`src/hw/rtl/queued_sample_playback_stepper_assert.svh`:
```
// Assertion helpers for the top-level file that checks this block.
// Each macro expects clk and rst_n to be visible where it is used.
`ifndef QUEUED_SAMPLE_PLAYBACK_STEPPER_ASSERT_SVH
`define QUEUED_SAMPLE_PLAYBACK_STEPPER_ASSERT_SVH

// The consequent must hold in the same cycle as the antecedent.
`define QSP_ASSERT_SAME(label, ante, cons) \
  label: assert property (@(posedge clk) disable iff (!rst_n) (ante) |-> (cons)) \
    else $error("qsp same-cycle check failed");

// The consequent must hold in the cycle after the antecedent.
`define QSP_ASSERT_NEXT(label, ante, cons) \
  label: assert property (@(posedge clk) disable iff (!rst_n) (ante) |=> (cons)) \
    else $error("qsp next-cycle check failed");

`endif

```
`src/hw/rtl/qsp_pkg.sv`:
```
package qsp_pkg;

  localparam int QUEUE_DEPTH = 16;
  localparam int FRAC_BITS   = 16;
  localparam int ENTRY_W     = 4;
  localparam int COUNT_W     = $clog2(QUEUE_DEPTH + 1);
  localparam int ADDR_W      = 32;
  localparam int LEN_W       = 24;
  localparam int STEP_W      = 24;
  localparam int IDX_W       = 25;
  localparam int ACC_W       = STEP_W + 1;

  typedef enum logic [1:0] {
    OP_ADD   = 2'd0,
    OP_START = 2'd1,
    OP_TICK  = 2'd2
  } op_t;

  typedef enum logic [1:0] {
    ST_OK        = 2'd0,
    ST_FULL      = 2'd1,
    ST_BAD_ENTRY = 2'd2
  } status_t;

  typedef struct packed {
    logic [ADDR_W-1:0] base;
    logic [LEN_W-1:0]  length;
    logic [STEP_W-1:0] step;
  } desc_t;

  typedef struct packed {
    logic               en;
    logic [ENTRY_W-1:0] addr;
    desc_t              desc;
  } tbl_wr_t;

  typedef struct packed {
    status_t            status;
    logic [COUNT_W-1:0] queue_count;
    logic               playing;
    logic               sample_valid;
    logic               fetch_new;
    logic [ADDR_W-1:0]  read_address;
    logic [ENTRY_W-1:0] entry_playing;
  } result_t;

endpackage

```
`src/hw/rtl/qsp_table.sv`:
```
module qsp_table (
  input  logic                          clk,
  input  qsp_pkg::tbl_wr_t              wr,
  input  logic [qsp_pkg::ENTRY_W-1:0]   rd_addr_a,
  input  logic [qsp_pkg::ENTRY_W-1:0]   rd_addr_b,
  output qsp_pkg::desc_t                rd_data_a,
  output qsp_pkg::desc_t                rd_data_b
);
  import qsp_pkg::*;

  desc_t mem [QUEUE_DEPTH];
  desc_t rd_a_r;
  desc_t rd_b_r;

  // A write to the address being read is forwarded, so the read data always
  // reflects every transaction accepted so far.
  always_ff @(posedge clk) begin
    if (wr.en) begin
      mem[wr.addr] <= wr.desc;
    end
    if (wr.en && (wr.addr == rd_addr_a)) begin
      rd_a_r <= wr.desc;
    end else begin
      rd_a_r <= mem[rd_addr_a];
    end
    if (wr.en && (wr.addr == rd_addr_b)) begin
      rd_b_r <= wr.desc;
    end else begin
      rd_b_r <= mem[rd_addr_b];
    end
  end

  assign rd_data_a = rd_a_r;
  assign rd_data_b = rd_b_r;

endmodule

```
`src/hw/rtl/qsp_ctrl.sv`:
```
module qsp_ctrl (
  input  logic                          clk,
  input  logic                          rst_n,
  input  logic                          accept,
  input  logic [1:0]                    op,
  input  logic [qsp_pkg::ADDR_W-1:0]    entry_base,
  input  logic [qsp_pkg::LEN_W-1:0]     entry_length,
  input  logic [qsp_pkg::STEP_W-1:0]    entry_step,
  input  logic [qsp_pkg::ENTRY_W-1:0]   start_entry,
  input  qsp_pkg::desc_t                cur_desc,
  input  qsp_pkg::desc_t                nxt_desc,
  output qsp_pkg::tbl_wr_t              tbl_wr,
  output logic [qsp_pkg::ENTRY_W-1:0]   rd_addr_a,
  output logic [qsp_pkg::ENTRY_W-1:0]   rd_addr_b,
  output qsp_pkg::result_t              result
);
  import qsp_pkg::*;

  logic [COUNT_W-1:0] count_r, count_nxt;
  logic [ENTRY_W-1:0] entry_r, entry_nxt;
  logic [IDX_W-1:0]   idx_r, idx_nxt;
  logic [FRAC_BITS-1:0] phase_r, phase_nxt;
  logic [IDX_W-1:0]   last_r, last_nxt;
  logic               lastv_r, lastv_nxt;
  logic               active_r, active_nxt;

  status_t            status;
  logic               valid;
  logic               fetch;
  logic [ADDR_W-1:0]  addr;
  desc_t              desc;
  logic [IDX_W-1:0]   idx;
  logic [FRAC_BITS-1:0] ph;
  logic               lv;
  logic               have;
  logic [ACC_W-1:0]   acc;
  logic [COUNT_W-1:0] next_entry;
  logic [ENTRY_W-1:0] rd_entry;

  always_comb begin
    count_nxt  = count_r;
    entry_nxt  = entry_r;
    idx_nxt    = idx_r;
    phase_nxt  = phase_r;
    last_nxt   = last_r;
    lastv_nxt  = lastv_r;
    active_nxt = active_r;
    status     = ST_OK;
    valid      = 1'b0;
    fetch      = 1'b0;
    addr       = '0;
    tbl_wr     = '0;
    desc       = cur_desc;
    idx        = idx_r;
    ph         = phase_r;
    lv         = lastv_r;
    have       = 1'b1;
    acc        = '0;
    next_entry = COUNT_W'(entry_r) + COUNT_W'(1);

    unique case (op)
      OP_ADD: begin
        if (count_r >= COUNT_W'(QUEUE_DEPTH)) begin
          status = ST_FULL;
        end else begin
          tbl_wr.en          = accept;
          tbl_wr.addr        = count_r[ENTRY_W-1:0];
          tbl_wr.desc.base   = entry_base;
          tbl_wr.desc.length = entry_length;
          tbl_wr.desc.step   = entry_step;
          count_nxt          = count_r + COUNT_W'(1);
        end
      end
      OP_START: begin
        if (COUNT_W'(start_entry) >= count_r) begin
          status = ST_BAD_ENTRY;
        end else begin
          entry_nxt  = start_entry;
          idx_nxt    = '0;
          phase_nxt  = '0;
          last_nxt   = '0;
          lastv_nxt  = 1'b0;
          active_nxt = 1'b1;
        end
      end
      OP_TICK: begin
        if (active_r) begin
          // End of buffer: hand over to the following entry, or stop.
          if (idx >= IDX_W'(desc.length)) begin
            if (next_entry >= count_r) begin
              active_nxt = 1'b0;
              have       = 1'b0;
            end else begin
              entry_nxt = next_entry[ENTRY_W-1:0];
              desc      = nxt_desc;
              idx       = '0;
              ph        = '0;
              lv        = 1'b0;
              idx_nxt   = '0;
              phase_nxt = '0;
              last_nxt  = '0;
              lastv_nxt = 1'b0;
            end
          end
          if (have && (idx < IDX_W'(desc.length))) begin
            valid     = 1'b1;
            fetch     = !(lv && (idx == last_r));
            addr      = desc.base + ADDR_W'(idx);
            last_nxt  = idx;
            lastv_nxt = 1'b1;
            acc       = ACC_W'(ph) + ACC_W'(desc.step);
            idx_nxt   = idx + IDX_W'(acc >> FRAC_BITS);
            phase_nxt = acc[FRAC_BITS-1:0];
          end
        end
      end
      default: begin
      end
    endcase
  end

  // The table reads always follow the entry that is current after this cycle,
  // together with the one after it.
  assign rd_entry  = accept ? entry_nxt : entry_r;
  assign rd_addr_a = rd_entry;
  assign rd_addr_b = rd_entry + ENTRY_W'(1);

  always_ff @(posedge clk) begin
    if (!rst_n) begin
      count_r  <= '0;
      entry_r  <= '0;
      idx_r    <= '0;
      phase_r  <= '0;
      last_r   <= '0;
      lastv_r  <= 1'b0;
      active_r <= 1'b0;
    end else if (accept) begin
      count_r  <= count_nxt;
      entry_r  <= entry_nxt;
      idx_r    <= idx_nxt;
      phase_r  <= phase_nxt;
      last_r   <= last_nxt;
      lastv_r  <= lastv_nxt;
      active_r <= active_nxt;
    end
  end

  always_comb begin
    result.status        = status;
    result.queue_count   = count_nxt;
    result.playing       = active_nxt;
    result.sample_valid  = valid;
    result.fetch_new     = fetch;
    result.read_address  = addr;
    result.entry_playing = entry_nxt;
  end

endmodule

```
`src/hw/rtl/queued_sample_playback_stepper.sv`:
```
// Queued fractional-step sample player. Transactions are registered:
// an add, start or tick accepted at one edge has its result in the output
// register after that edge, and a new transaction is taken in every cycle
// unless a result is waiting on out_ready. The rate is set by the single
// pass of step logic (end-of-buffer compare, address add, phase add), with
// the descriptor queue kept in a small two-port table whose registered reads
// always hold the current entry and the one after it. No clearing pass is
// needed after reset; only entries below the queue count are ever played.
`include "queued_sample_playback_stepper_assert.svh"

module queued_sample_playback_stepper (
  input  logic                          clk,
  input  logic                          rst_n,
  input  logic                          in_valid,
  output logic                          in_ready,
  input  logic [1:0]                    in_op,
  input  logic [qsp_pkg::ADDR_W-1:0]    in_entry_base,
  input  logic [qsp_pkg::LEN_W-1:0]     in_entry_length,
  input  logic [qsp_pkg::STEP_W-1:0]    in_entry_step,
  input  logic [qsp_pkg::ENTRY_W-1:0]   in_start_entry,
  output logic                          out_valid,
  input  logic                          out_ready,
  output logic [1:0]                    out_status,
  output logic [qsp_pkg::COUNT_W-1:0]   out_queue_count,
  output logic                          out_playing,
  output logic                          out_sample_valid,
  output logic                          out_fetch_new,
  output logic [qsp_pkg::ADDR_W-1:0]    out_read_address,
  output logic [qsp_pkg::ENTRY_W-1:0]   out_entry_playing
);
  import qsp_pkg::*;

  logic               accept;
  tbl_wr_t            tbl_wr;
  logic [ENTRY_W-1:0] rd_addr_a;
  logic [ENTRY_W-1:0] rd_addr_b;
  desc_t              cur_desc;
  desc_t              nxt_desc;
  result_t            result;
  result_t            out_res_r;
  logic               out_valid_r;

  assign in_ready = !out_valid_r || out_ready;
  assign accept   = in_valid && in_ready;

  qsp_table u_table (
    .clk       (clk),
    .wr        (tbl_wr),
    .rd_addr_a (rd_addr_a),
    .rd_addr_b (rd_addr_b),
    .rd_data_a (cur_desc),
    .rd_data_b (nxt_desc)
  );

  qsp_ctrl u_ctrl (
    .clk          (clk),
    .rst_n        (rst_n),
    .accept       (accept),
    .op           (in_op),
    .entry_base   (in_entry_base),
    .entry_length (in_entry_length),
    .entry_step   (in_entry_step),
    .start_entry  (in_start_entry),
    .cur_desc     (cur_desc),
    .nxt_desc     (nxt_desc),
    .tbl_wr       (tbl_wr),
    .rd_addr_a    (rd_addr_a),
    .rd_addr_b    (rd_addr_b),
    .result       (result)
  );

  always_ff @(posedge clk) begin
    if (!rst_n) begin
      out_valid_r <= 1'b0;
    end else if (accept) begin
      out_valid_r <= 1'b1;
    end else if (out_ready) begin
      out_valid_r <= 1'b0;
    end
  end

  always_ff @(posedge clk) begin
    if (accept) begin
      out_res_r <= result;
    end
  end

  assign out_valid         = out_valid_r;
  assign out_status        = out_res_r.status;
  assign out_queue_count   = out_res_r.queue_count;
  assign out_playing       = out_res_r.playing;
  assign out_sample_valid  = out_res_r.sample_valid;
  assign out_fetch_new     = out_res_r.fetch_new;
  assign out_read_address  = out_res_r.read_address;
  assign out_entry_playing = out_res_r.entry_playing;

  `QSP_ASSERT_NEXT(a_accept_gives_result, accept, out_valid_r)
  `QSP_ASSERT_SAME(a_sample_while_playing, out_valid_r && out_res_r.sample_valid,
                   out_res_r.playing && (out_res_r.status == ST_OK))
  `QSP_ASSERT_SAME(a_fetch_needs_sample, out_valid_r && out_res_r.fetch_new,
                   out_res_r.sample_valid)
  `QSP_ASSERT_SAME(a_count_in_range, out_valid_r,
                   out_res_r.queue_count <= COUNT_W'(QUEUE_DEPTH))

endmodule
```
`config.mk`:
```
export PLATFORM = sky130hd
export DESIGN_NAME = queued_sample_playback_stepper
export DESIGN_NICKNAME = d
export VERILOG_FILES = /design/src/hw/rtl/qsp_pkg.sv /design/src/hw/rtl/qsp_table.sv /design/src/hw/rtl/qsp_ctrl.sv /design/src/hw/rtl/queued_sample_playback_stepper.sv
export VERILOG_INCLUDE_DIRS = /design/src /design/src/hw/rtl
export SDC_FILE = /design/constraint.sdc
export NUM_CORES = 2
export LEC_CHECK = 0
export BUFFER_PORTS_ARGS = -buffer_cell sky130_fd_sc_hd__buf_2
export CORE_UTILIZATION = 60
export DETAILED_ROUTE_END_ITERATION = 8
export PLACE_DENSITY_LB_ADDON = 0.05
export SLEW_MARGIN = 20
export SYNTH_ARGS = -nofsm -noshare
export SYNTH_HDL_FRONTEND = slang
export SYNTH_SLANG_ARGS = --single-unit
export TNS_END_PERCENT = 20
```
`constraint.sdc`:
```
create_clock -name clk -period 12.9 [get_ports clk]
set_input_delay 2.58 -clock clk [delete_from_list [all_inputs] [get_ports clk]]
set_output_delay 2.58 -clock clk [all_outputs]
set_load 0.005 [all_outputs]
```
==> impl_metrics.json <==
{
  "status": "finished, final reports clean",
  "p_int_mw": 7.67,
  "dieArea_mm2": 0.115,
  "avgRoutedWirePerCell_um": 34.1,
  "grt_overflow": 0,
  "drc": 0,
  "drt_iter0_drc": 5305,
  "slew-limit-headroom_pct": 26.4,
  "ys_types": 74,
  "ys.flop_type": "edfxtp_1",
  "ys_seq_area_share_pct": 60.7,
  "design_area_mm2": 0.0758,
  "place_hpwl_mm": 106,
  "fill_cells": 7298,
  "antenna_found_initial": 10,
  "crit_path_end_kind": "flip-flop",
  "grt_util_all_layers_pct": 33.0,
  "maxSlewViolCount": 0,
  "rsz0062_at_grt": "false",
  "cts_root_buffer": "clkbuf_16",
  "p_seq_share_pct": 51.7,
  "slowest_delay_ns": 0.92,
  "cp_data_required_time_ns": 13.60,
  "timing.fmax_mhz": 94.1,
  "worstHoldPathType": "flip-flop to flip-flop",
  "area_growth_pct": 10.7,
  "ys_ff_latch": 1412,
  "ios": 138,
  "ant_nets": 0,
  "viasPerCell": 7.20,
  "placed_cells": 5201,
  "num_vias": 39500,
  "cts_htree_levels": 4,
  "grt_pass1_wl_mm": 275,
  "rows": 123,
  "setup_ws_ns": 2.28,
  "cts_made_buffers": 150,
  "clkSlewWorstSetupHoldPaths_ns": 0.06,
  "worstPathMaxFanout": 103,
  "die_w_um": 340,
  "cts_buffer_depth": 3,
  "core_mm2": 0.113,
  "min_period_ns": 10.62,
  "ys_warn_count": 0,
  "stdcell_count": 5481,
  "synth_top_area_share_pct": 58.2,
  "netlist_area_mm2": 0.0685,
  "dpl_worst_slack_ns": 2.27,
  "start_util_pct": 60.7,
  "synth.area.top_cells": "edfxtp_1, mux4_2, dfxtp_1",
  "p_switching_mw": 2.06,
  "synth_top_area_cell": "edfxtp_1",
  "io_buffers": 137,
  "comb_power_share_pct": 4.6,
  "cp_slowest_cell": "dfxtp_4",
  "multi_input_area_mm2": 0.0258,
  "setup_tns_ns": 0,
  "r2r_setup_slack_ns": 2.28,
  "p_clk_share_pct": 43.7,
  "critical_path_class": "flip-flop to flip-flop",
  "place_area_mm2": 0.0709,
  "cap_violations": 0,
  "worstMarginPinSlew_ns": 1.10,
  "p_leak_nw": 24.9,
  "syn_inst": 3726,
  "synth-edff-count": 1326,
  "cp-start-kind": "flip-flop",
  "syn_nets": 3934,
  "synth.most_common_cell": "edfxtp_1",
  "hold_violations": 0,
  "place_congestion": 0.915,
  "cts_tree": "done",
  "swShare_pct": 21.2,
  "fin_crit_sh_pct": 82.4,
  "seqCellArea_mm2": 0.0416,
  "hold_buffers": 0,
  "synth_common_cells": "edfxtp_1, mux4_2, nand2_1, clkbuf_1, nor2_1",
  "ir_worst_vdd_mv": 0.117,
  "die_height_um": 340,
  "wl_mm": 187,
  "dr.pass1.iters": 5,
  "finalSetupViolations": 0,
  "grt_pass1_vias": 40400,
  "grt_max_degree": 104,
  "clock_skew_ns": 0.0378,
  "clkSinkCount": 1412,
  "cts_resized": 0,
  "avgSynthCellArea_um2": 18.4,
  "fin_nets": 4062,
  "power.density_mw_per_mm2": 128,
  "clk-insertion-delay-late_ns": 0.78,
  "crit_arrival_ns": 11.32,
  "post_cts_buffers": 0,
  "drive_gt1_share_pct": 31.9,
  "async_reset_ff_share_pct": 0
}
==> layout by cell type, fill, tap and decap left out, types with 8 or more instances in the layout <==
cell type	Yosys	layout
buf_4	4	73
nand2_1	227	226
nand3_1	51	51
nor2b_1	16	15
nor3_1	19	17
xor2_1	43	43
o21ai_0	68	68
o211ai_1	15	15
a21oi_1	84	84
a21o_1	22	22
and2_1	122	122
clkinv_2	0	28
a32o_1	11	11
mux2i_1	18	18
nand4_1	22	22
dfxtp_1	86	80
bufinv_16	0	12
xnor2_1	31	31
edfxtp_1	1326	1326
ha_1	115	115
a211oi_1	11	10
clkbuf_16	0	157
and3_1	13	13
buf_2	59	137
clkinvlp_4	0	11
clkinv_1	1	30
o21a_1	12	12
nor2_1	124	110
mux4_2	790	790
mux2_2	10	10
nand2b_1	13	13
nor2_4	0	14
clkbuf_1	147	29
o31ai_1	9	9
or3_1	8	8
inv_1	81	81
a22o_1	21	21
==> per-layer routing <==
layer	wire length [µm]	track usage (%)	up-vias	part of all wire, %
met4	6230	11.7	0	3.3
met3	17400	5.47	391	9.3
li1	-	-	15900	-
met1	73900	48.6	20800	40
met5	0	0	-	0
met2	89400	50.9	2352	48
==> cells by family after synthesis <==
family	after synthesis	synth area share, %
flip-flops	1412	60.7
multiplexers	818	26.4
AND/OR/NAND/NOR	644	4.54
AO/OA/AOI/OAI	335	3.31
buffers and inverters	325	1.91
adder cells (fa/ha/maj)	118	2.19
XOR/XNOR	74	0.947
==> worst paths after layout <==
check,start,end,cells after the start
worst max register to register,flip-flop,u_ctrl.idx_r[22]$_SDFFE_PN0P_,33
worst min register to register,u_ctrl.phase_r[11]$_SDFFE_PN0P_,u_ctrl.phase_r[11]$_SDFFE_PN0P_,2
worst min-delay path,u_ctrl.phase_r[11]$_SDFFE_PN0P_,u_ctrl.phase_r[11]$_SDFFE_PN0P_,2
worst max-delay path,flip-flop,u_ctrl.idx_r[22]$_SDFFE_PN0P_,33
==> power groups by stage <==
stage	sequential, mW	clock (mW)	combinational (mW)
CTS	5.03	4.30	0.449
global placement	5.12	0	0.435
global route	5.03	4.48	0.480
floorplan	5.11	0	0.308
finish	5.03	4.25	0.450
detailed placement	5.13	0	0.446
==> worst max-delay path: cells and delay by family (launching register included) <==
family	cells	cell delay, ns
muxes	2	0.89
and+or+nand+nor	14	3.71
xor gates and xnor gates	1	0.15
AOI/OAI and AO/OA	9	2.82
DFF	1	0.92
adders and majority gates	4	0.96
buffers and inverters	3	0.78
==> state kept, by name, indices dropped and copies added (netlist names), 2 cells and up, named ones only <==
register and count:
out_queue_count 5, u_table.mem 1280, u_ctrl.last_r 25, u_ctrl.phase_r 16
u_ctrl.entry_r 4, out_entry_playing 4, u_ctrl.count_r 5, u_ctrl.idx_r 25
out_read_address 32, out_status 2
==> area by class of cell <==
type / instances / share of cell area, %
Clock buffer: 186 / 5.33
Antenna cell: 5 / 0.0165
Timing Repair Buffer: 217 / 1.81
Multi-Input combinational cell: 1989 / 34.0
Inverter: 84 / 0.429
Sequential cell: 1412 / 54.9
Clock inverter: 88 / 1.05
Tap cell: 1500 / 2.48
==> metrics by stage <==
stage | total power [mW] | utilization, % | hold slack (ns)
global route | 9.99 | 67.1 | 0.467
floorplan | 5.42 | - | 0.417
finish | 9.73 | 67.2 | 0.452
global placement | 5.56 | 62.8 | 0.429
CTS | 9.78 | 67.1 | 0.456
detailed placement | 5.57 | 62.8 | 0.440
No activity file was read; power rests on OpenSTA's default activity.
